File: src/hw/rtl/pidsep_pkg.sv
// shared types and constants of the pid controller with integral separation
package pidsep_pkg;

  localparam int unsigned ApbAddrWidth = 6;
  localparam int unsigned ApbDataWidth = 64;

  localparam logic signed [33:0] Q16Deg180 = 34'sd11796480;
  localparam logic signed [33:0] Q16Deg360 = 34'sd23592960;

  typedef enum logic [2:0] {
    REG_GAIN_P           = 3'd0,
    REG_GAIN_I           = 3'd1,
    REG_GAIN_D           = 3'd2,
    REG_ERROR_LIMIT      = 3'd3,
    REG_TERM_LIMITS      = 3'd4,
    REG_DRIVE_LIMIT      = 3'd5,
    REG_ERROR_THRESHOLDS = 3'd6,
    REG_ANGLE_MODE       = 3'd7
  } reg_idx_e;

  typedef struct packed {
    logic [23:0] gain_p;
    logic [23:0] gain_i;
    logic [23:0] gain_d;
    logic [30:0] error_limit;
    logic [47:0] term_limits;
    logic [30:0] drive_limit;
    logic [47:0] error_thresholds;
    logic        angle_mode;
  } cfg_t;

endpackage

File: src/hw/rtl/pidsep_regs.sv
// apb configuration register file of the pid controller
module pidsep_regs (
  input  logic                                   clk_i,
  input  logic                                   rst_ni,
  input  logic                                   psel,
  input  logic                                   penable,
  input  logic                                   pwrite,
  input  logic [pidsep_pkg::ApbAddrWidth-1:0]    paddr,
  input  logic [pidsep_pkg::ApbDataWidth-1:0]    pwdata,
  output logic [pidsep_pkg::ApbDataWidth-1:0]    prdata,
  output logic                                   pready,
  output pidsep_pkg::cfg_t                       cfg_o
);
  import pidsep_pkg::*;

  cfg_t     cfg_q;
  reg_idx_e idx;
  logic     wr_en;

  assign idx    = reg_idx_e'(paddr[ApbAddrWidth-1:3]);
  assign wr_en  = psel && penable && pwrite;
  assign pready = 1'b1;
  assign cfg_o  = cfg_q;

  always_ff @(posedge clk_i or negedge rst_ni) begin
    if (!rst_ni) begin
      cfg_q.gain_p           <= '0;
      cfg_q.gain_i           <= '0;
      cfg_q.gain_d           <= '0;
      cfg_q.error_limit      <= '1;
      cfg_q.term_limits      <= '0;
      cfg_q.drive_limit      <= '1;
      cfg_q.error_thresholds <= '0;
      cfg_q.angle_mode       <= 1'b0;
    end else if (wr_en) begin
      case (idx)
        REG_GAIN_P:           cfg_q.gain_p           <= pwdata[23:0];
        REG_GAIN_I:           cfg_q.gain_i           <= pwdata[23:0];
        REG_GAIN_D:           cfg_q.gain_d           <= pwdata[23:0];
        REG_ERROR_LIMIT:      cfg_q.error_limit      <= pwdata[30:0];
        REG_TERM_LIMITS:      cfg_q.term_limits      <= pwdata[47:0];
        REG_DRIVE_LIMIT:      cfg_q.drive_limit      <= pwdata[30:0];
        REG_ERROR_THRESHOLDS: cfg_q.error_thresholds <= pwdata[47:0];
        REG_ANGLE_MODE:       cfg_q.angle_mode       <= pwdata[0];
        default: ;
      endcase
    end
  end

  always_comb begin
    prdata = '0;
    case (idx)
      REG_GAIN_P:           prdata = ApbDataWidth'(cfg_q.gain_p);
      REG_GAIN_I:           prdata = ApbDataWidth'(cfg_q.gain_i);
      REG_GAIN_D:           prdata = ApbDataWidth'(cfg_q.gain_d);
      REG_ERROR_LIMIT:      prdata = ApbDataWidth'(cfg_q.error_limit);
      REG_TERM_LIMITS:      prdata = ApbDataWidth'(cfg_q.term_limits);
      REG_DRIVE_LIMIT:      prdata = ApbDataWidth'(cfg_q.drive_limit);
      REG_ERROR_THRESHOLDS: prdata = ApbDataWidth'(cfg_q.error_thresholds);
      REG_ANGLE_MODE:       prdata = ApbDataWidth'(cfg_q.angle_mode);
      default:              prdata = '0;
    endcase
  end

endmodule

File: config.mk
export PLATFORM = sky130hd
export DESIGN_NAME = pidsep_regs
export DESIGN_NICKNAME = d
export VERILOG_FILES = /design/src/hw/rtl/pidsep_pkg.sv /design/src/hw/rtl/pidsep_regs.sv
export SDC_FILE = /design/constraint.sdc
export NUM_CORES = 1
export LEC_CHECK = 0
export ABC_AREA = 1
export ABC_CLOCK_PERIOD_IN_PS = 1900
export BUFFER_PORTS_ARGS = -buffer_cell sky130_fd_sc_hd__buf_2
export CORE_MARGIN = 10
export CORE_UTILIZATION = 54
export DETAILED_ROUTE_END_ITERATION = 6
export PLACE_DENSITY = 0.85
export SYNTH_ARGS = -nofsm -noshare
export SYNTH_HDL_FRONTEND = slang
export SYNTH_SLANG_ARGS = --single-unit
File: constraint.sdc
create_clock -name clk_i -period 1.9 [get_ports clk_i]
set_input_delay 0.19 -clock clk_i [delete_from_list [all_inputs] [get_ports clk_i]]
set_output_delay 0.19 -clock clk_i [all_outputs]
set_load 0.03 [all_outputs]
## Word level (Yosys, flattened, before mapping)

Cells that the tools add are included.

- Flip-flop bits (word level): 231
- Input bits: 75
- Output and inout bits: 296
- Logic and storage cells: 27

- Equality and inequality tests: 7
- Mux-type cells: 1
- Reduce and logical (&&, ||, !) cells: 11

Operators with widths:

| cell | count |
|---|---|
| 64-bit case mux with 8 select lines | 1 |
| 2-bit AND reduction | 8 |
| 3-bit equality test, second input constant | 4 |
| 3-bit by 2-bit equality test with 1-bit output, second input constant | 2 |
| 3-bit by 1-bit equality test with 1-bit output, second input constant | 1 |
| 3-bit zero test | 1 |
| 1-bit logical AND | 2 |

## Logic depth before layout (Yosys ltp)

Gate-level depths: netlist of the first run.

- Depth after elaboration: 3
- Depth in mapped cells: 8
- Depth with buffers taken out: 5

## Worst setup path before layout of the first run

Ideal clock, no wire load.

- Path kind: input to output
- Start point: input port paddr[3] (netlist name)
- End point: output port prdata[31] (netlist name)
- Arrival time: 1455 ps
- Path slack: 255 ps
- Stages: 6
- Buffers on the path: 3
- Cell sequence: buf_2 -> inv_2 -> nand3_1 -> buf_2 -> buf_1 -> o22ai_1

- Word-level cells in the longest chain between the ends: 2
- Elaborated cells between the ends (all ways): 9

RTL lines:

| item | RTL line | text |
|---|---|---|
| start: declaration | pidsep_regs.sv:8 | `input logic [pidsep_pkg::ApbAddrWidth-1:0] paddr,` |
| 3-bit equality test, or another cell as far along | pidsep_regs.sv:52 | `case (idx)` |
| 64-bit case mux with 8 select lines (*) | pidsep_regs.sv:52 |  |
| end: declaration | pidsep_regs.sv:10 | `output logic [pidsep_pkg::ApbDataWidth-1:0] prdata,` |

Every way passes the cells marked *; elsewhere a longest branch is shown, timed or not. The select of a mux whose other input is x is not followed.

## Worst setup path after layout of the first run

- Start point: register cfg_q, in the netlist cfg_o[141]
- End point: output port prdata[13] (netlist name)

- Word-level cells in the longest chain between the ends: 1

RTL lines:

| item | RTL line | text |
|---|---|---|
| start: declaration | pidsep_regs.sv:16 | `cfg_t cfg_q;` |
| 64-bit case mux with 8 select lines | pidsep_regs.sv:52 |  |

No other way between the ends. The select of a mux whose other input is x is not followed.

==> summary.txt, run 1 <==
Status
  • Status: finished clean

Clock tree
  • CTS tree: done
  • CTS Buf Count: 25
  • Max H-tree Level: 1
  • Worst skew pair latency: 520 ps
  • Clk sinks: 231
  • Worst-path clk slew: 60 ps
  • Clk root buf: clkbuf_16
  • Clk buf depth: 3

Final layout
  • Post-layout util: 72.99%
  • Area grow syn2layout: 33.17%
  • Area of the multi-input gates: 3951 um2
  • FF/Latch Area: 5858 um2
  • Layout cells sized above 1: 29.46%
  • Ant diodes: 0
  • Number of nets in the layout: 1736
  • Fillers: 1384
  • Max reg flops: 231

Power
  • Final Power: 18.32 mW
  • LEAKAGE: 7.270 nW
  • Highest ir drop seen on vdd: 1008 uV
  • Pwr per Cell Area: 1293 nW/um2

Worst setup path
  • Critical path's slowest cell: dfstp_2
  • WP data arrival: 1700 ps
  • Critical path buffer and inverter count: 1
  • R2r worst-path depth: 2
  • Crit-path max FO: 3
  • Reg-to-Reg End: cfg_o[102]$_DFFE_PN0P_
  • Setup crit start: cfg_o[141]$_DFFE_PN1P_
  • R2r setup slk: 950 ps
  • Worst Setup End Kind: output pin
  • Crit start category: flip-flop
  • FF-to-FF Start: cfg_o[102]$_DFFE_PN0P_
  • Largest delay contributor family on the critical path: flip-flops
  • Required time of the critical path: 1710 ps
  • Crit path cell chain: nand4_1, nand2_1, nor2_1, nand3_1, buf_2
  • Critical path type: reg -> out
  • CP peak stage delay: 580 ps

Synthesis
  • #FFs+latches synth: 231
  • Number of enable flip-flop cells after synthesis: 0
  • Cell accounting for the most synthesized area: dfrtp_1
  • Top cell type's share of synthesized area: 39.77%
  • Post-synth ARST share: 100.0%
  • Synthesized instance count: 1300
  • Post-synth top flop: dfrtp_1
  • Synth Cell Area: 10630 um2
  • Mean Syn Cell Area: 8.179 um2
  • Top post-synthesis cells by count: nand2_1 (272), nor2_1 (172), dfrtp_1 (169)
  • Netlist cell types: 23
  • Synth Warn #: 0
  • Count leader, synth: nand2_1
  • Register area share after synthesis: 55.10%
  • Synth area leaders: dfrtp_1 (40%), dfstp_2 (15%), nand2_1 (9.6%)

Routing
  • Wire per inst: 21.29 um
  • Vias: 11160
  • Drt pass-1 iters: 6
  • Wirelength, routed: 41.40 mm
  • DR vias/cell: 5.739
  • 1st-iter DRT viols: 1239
  • Post-route antenna net violation count: 0
  • DRC: 0

Place
  • IO buf count: 334
  • Pre-CTS setup slack: 187.0 ps
  • DP HPWL: 28.37 mm
  • Final Wtd Congestion: 0.9464

Die
  • I/O pin total: 371
  • Core footprint: 19400 um2
  • Die height: 160.3 um
  • Die Area: 25700 um2
  • Die W: 160.3 um
  • FP Rows: 51
  • Starting Density: 54.81%

Timing
  • Max Slew Vio Count: 0
  • Worst Slack Setup Final: 14.04 ps
  • Total negative slack: 0 ps
  • Final Cycle Share: 99.26%
  • Hold Slack: 96.23 ps
  • Hold Vio Cnt, Final: 0
  • FMAX: 530.2 MHz
  • Final setup viols: 0
  • Setup Skew: 0 ps
  • Final min period: 1886 ps

Global routing
  • Vias in the first global route: 10750
  • All-layer global routing usage: 30.43%
  • First-pass GRT wire length: 62.97 mm
  • Largest net degree at the start of global routing: 84
  • Initial antenna violation count: 0
  • Gr ovfl total: 0

Hold path
  • Min-delay worst type: in -> async

Job
  • Max-cap violations: 0
==> power by group <==
part           leakage (nW)  internal, mW  switching [mW]
registers              2.69          6.19           0.843
logic                  4.17          1.69            4.65
clock network         0.409          2.95            1.99
==> metal layers <==
| layer | track usage, % | part of all wire [%] | wire (um) | vias up |
|---|---|---|---|---|
| met5 | 0 | 0 | 0 | - |
| met2 | 47.33 | 46 | 18930 | 774 |
| met1 | 37.76 | 37 | 15240 | 5301 |
| met3 | 10.81 | 12 | 5160 | 143 |
| met4 | 12.90 | 5.0 | 2067 | 0 |
| li1 | - | - | - | 4944 |
==> stage by stage <==
stage,area [um2],cells
5_1_grt,14160,1945
3_3_place_gp,12750,1848
3_5_place_dp,12750,1848
6_report,14160,1945
4_1_cts,14070,1943
2_1_floorplan,10690,1315
==> cell type report <==
type | instances | share of cell area [%]
clock buffers | 40 | 5.240
clock inverters | 6 | 0.6362
inverters | 112 | 2.969
multi-input cells | 863 | 27.90
flip-flops and latches | 231 | 41.37
well taps | 265 | 2.342
repair buffers | 428 | 19.54
==> logic make-up after synthesis <==
| group | count (synthesis) | synth area share [%] |
|---|---|---|
| simple gates | 604 | 24.38 |
| compound gates | 242 | 11.59 |
| flops | 231 | 55.10 |
| buf+inv | 221 | 8.861 |
| other cells | 2 | 0.07063 |
==> worst max path at each step <==
stage	depth (start not counted)	endpoint	slack [ps]
final	5	prdata[13]	10
after global routing	5	prdata[23]	-10
after CTS	6	prdata[18]	5
after detailed placement	7	prdata[35]	190
after global placement	9	prdata[17]	210
after floorplan	6	prdata[31]	260
==> what timing repair did <==
action                                  in CTS  in global routing
resized for setup                            1                 27
setup buffers                                0                  2
endpoints found under the hold margin      255                  0
hold buffers                                49                  0
pin swaps                                    0                  1
endpoints found under the setup margin       1                 11
==> cell usage in the layout (no fill, tap or decap) <==
master	synthesis	layout
nor2_2	3	2
nor2_4	0	4
nand3_4	0	1
nand3_1	64	59
nor2_1	172	169
nor3_2	1	1
nor3_1	2	2
nand4_1	88	88
inv_1	108	108
o21ai_1	31	31
clkbuf_8	0	6
inv_8	0	1
clkinv_1	1	1
nand3_2	1	5
buf_6	0	5
inv_2	3	3
dfrtp_1	169	169
o22ai_1	17	17
nand2_2	0	1
bufinv_16	0	2
buf_2	36	323
clkinv_2	0	2
clkbuf_16	0	25
dfstp_2	62	62
buf_4	18	31
inv_6	0	1
dlygate4sd3_1	0	49
o21ai_0	119	119
clkbuf_4	0	2
clkbuf_1	42	9
conb_1	2	17
buf_12	0	17
nand2_1	272	271
or2_1	1	1
a21oi_1	75	75
buf_8	0	1
Power figures use the tool's default switching activity.
==> run 2: changes to the inputs <==
--- a/config.mk
+++ b/config.mk
@@ -8,10 +8,10 @@
 export ABC_AREA = 1
 export ABC_CLOCK_PERIOD_IN_PS = 1900
 export BUFFER_PORTS_ARGS = -buffer_cell sky130_fd_sc_hd__buf_2
-export CORE_MARGIN = 10
-export CORE_UTILIZATION = 54
+export CORE_AREA = 2 2 144 146
 export DETAILED_ROUTE_END_ITERATION = 6
-export PLACE_DENSITY = 0.85
+export DIE_AREA = 0 0 146 148
+export PLACE_DENSITY = 0.84
 export SYNTH_ARGS = -nofsm -noshare
 export SYNTH_HDL_FRONTEND = slang
 export SYNTH_SLANG_ARGS = --single-unit
==> summary.txt, run 2 (synthesis results as in run 1) <==
Clock tree
  • CTS Buf Count: 24 (was 25)
  • Worst-path clk slew: 60 ps (about the same)
  • Worst skew pair latency: 510 ps (was 520 ps)
  • CTS tree: done (unchanged)
  • Clk root buf: clkbuf_16 (unchanged)
  • Clk sinks: 231 (unchanged)
  • Max H-tree Level: 1 (unchanged)
  • Clk buf depth: 3 (unchanged)

Worst setup path
  • Crit path cell chain: nand4_1, nand2_1, nor2_1, nand3_1, buf_2 (unchanged)
  • Critical path's slowest cell: dfstp_2 (unchanged)
  • Required time of the critical path: 1710 ps (about the same)
  • WP data arrival: 1650 ps (was 1700 ps)
  • Largest delay contributor family on the critical path: flip-flops (unchanged)
  • Critical path type: reg -> out (unchanged)
  • Critical path buffer and inverter count: 1 (unchanged)
  • Crit-path max FO: 3 (unchanged)
  • Worst Setup End Kind: output pin (unchanged)
  • Crit start category: flip-flop (unchanged)
  • CP peak stage delay: 540 ps (was 580 ps)

Routing
  • Wirelength, routed: 38.08 mm (was 41.40 mm)
  • Wire per inst: 19.58 um (was 21.29 um)
  • Drt pass-1 iters: 6 (unchanged)
  • 1st-iter DRT viols: 1109 (was 1239)
  • DR vias/cell: 5.654 (was 5.739)
  • Post-route antenna net violation count: 0 (unchanged)
  • Vias: 11000 (was 11160)
  • DRC: 0 (unchanged)

Final layout
  • Number of nets in the layout: 1731 (was 1736)
  • Layout cells sized above 1: 29.29% (was 29.46%)
  • Non-Filler Instances: 1945 (unchanged)
  • Area grow syn2layout: 32.28% (was 33.17%)
  • Max reg flops: 231 (unchanged)
  • Final instance area: 14060 um2 (was 14160 um2)
  • Most frequent cells in the layout: buf_2 (332), nand2_1 (271), dfrtp_1 (169) (was buf_2 (323), nand2_1 (271), nor2_1 (169), dfrtp_1 (169), o21ai_0 (119))
  • FF/Latch Area: 5858 um2 (unchanged)
  • Area of the multi-input gates: 3929 um2 (was 3951 um2)
  • Fillers: 1551 (was 1384)
  • Commonest non-fill, non-tap cell in the layout: buf_2 (unchanged)
  • Post-layout util: 70.19% (was 72.99%)

Die
  • FP Rows: 52 (was 51)
  • Die height: 148 um (was 160.3 um)
  • Starting Density: 53.06% (was 54.81%)
  • Core footprint: 20040 um2 (was 19400 um2)
  • Die W: 146 um (was 160.3 um)
  • Die Area: 21610 um2 (was 25700 um2)
  • I/O pin total: 371 (unchanged)

Place
  • IO buf count: 334 (unchanged)
  • Final Wtd Congestion: 0.9718 (was 0.9464)
  • DP HPWL: 25.75 mm (was 28.37 mm)
  • Pre-CTS setup slack: 158.3 ps (was 187.0 ps)
  • Placed cell count: 1851 (was 1848)
  • Dpl cell area: 12730 um2 (was 12750 um2)

Timing
  • Hold Slack: 196.0 ps (was 96.23 ps)
  • Hold Vio Cnt, Final: 0 (unchanged)
  • Slew @ Worst Pin: 550.9 ps
  • Final min period: 1836 ps (was 1886 ps)
  • Setup Skew: 0 ps (unchanged)
  • Final Cycle Share: 96.62% (was 99.26%)
  • RSZ-0062 raised after global routing: no
  • FMAX: 544.7 MHz (was 530.2 MHz)
  • Slew HR: 63.27%
  • Total negative slack: 0 ps (unchanged)
  • Final setup viols: 0 (unchanged)
  • Max Slew Vio Count: 0 (unchanged)
  • Worst Slack Setup Final: 64.15 ps (was 14.04 ps)

Global routing
  • Largest net degree at the start of global routing: 73 (was 84)
  • All-layer global routing usage: 34.64% (was 30.43%)
  • Met1 usage: 47.09% (was 37.76%)
  • First-pass GRT wire length: 59.06 mm (was 62.97 mm)
  • Met3 Resource Use GR: 8.395% (was 10.81%)
  • Initial antenna violation count: 1 (was 0)
  • Gr ovfl total: 0 (unchanged)
  • Vias in the first global route: 10540 (was 10750)
  • GR peak layer: met2 (unchanged)
  • Routing usage on met2: 54.22% (was 47.33%)

Job
  • Max-cap violations: 0 (unchanged)

Hold path
  • Min-delay worst type: in -> async (unchanged)

Power
  • LEAKAGE: 7.223 nW (was 7.270 nW)
  • Final Power: 18.10 mW (was 18.32 mW)
  • Pwr per Cell Area: 1287 nW/um2 (was 1293 nW/um2)
  • Highest ir drop seen on vdd: 758.8 uV (was 1008 uV)

Status
  • Status: finished clean (unchanged)
-- run 2: worst paths after layout --
path                                         from                      to  slack (ps)  depth (start not counted)
min in group clk_i                       paddr[4]   cfg_o[30]$_DFFE_PN0P_         360                          5
setup / recovery           cfg_o[141]$_DFFE_PN1P_              prdata[13]          60                          5
hold / removal                             rst_ni   cfg_o[35]$_DFFE_PN0P_         200                          2
setup reg to reg            cfg_o[68]$_DFFE_PN1P_   cfg_o[68]$_DFFE_PN1P_        1060                          2
max in group asynchronous                  rst_ni   cfg_o[75]$_DFFE_PN1P_        1000                          3
hold reg to reg            cfg_o[156]$_DFFE_PN1P_  cfg_o[156]$_DFFE_PN1P_         480                          2
-- run 2: report_power, final --
part	total, mW	switching, mW	leakage (nW)	internal, mW
registers	7.03	0.838	2.69	6.19
clock network	4.95	1.95	0.412	3.00
logic	6.12	4.50	4.12	1.62
-- run 2: metal layers --
layer | vias to the layer above | wire, um
met5 | - | 0
met4 | 0 | 1458
met3 | 110 | 4431
met2 | 700 | 17620
met1 | 5228 | 14570
li1 | 4960 | -
-- run 2: timing repair --
action / CTS / global route
resized for setup: 0 / 6
hold endpoints to repair: 135 / 0
setup endpoints to repair: 0 / 4
hold buffers: 49 / 0
buffers inserted: 0 / 0
-- run 2: area by class of cell --
class | count | share of cell area [%]
multi-input cells | 863 | 27.93
well taps | 270 | 2.402
clock inverters | 8 | 0.8184
flip-flops and latches | 231 | 41.65
clock buffers | 35 | 5.071
inverters | 112 | 2.989
repair buffers | 424 | 19.10
diodes | 2 | 0.03558
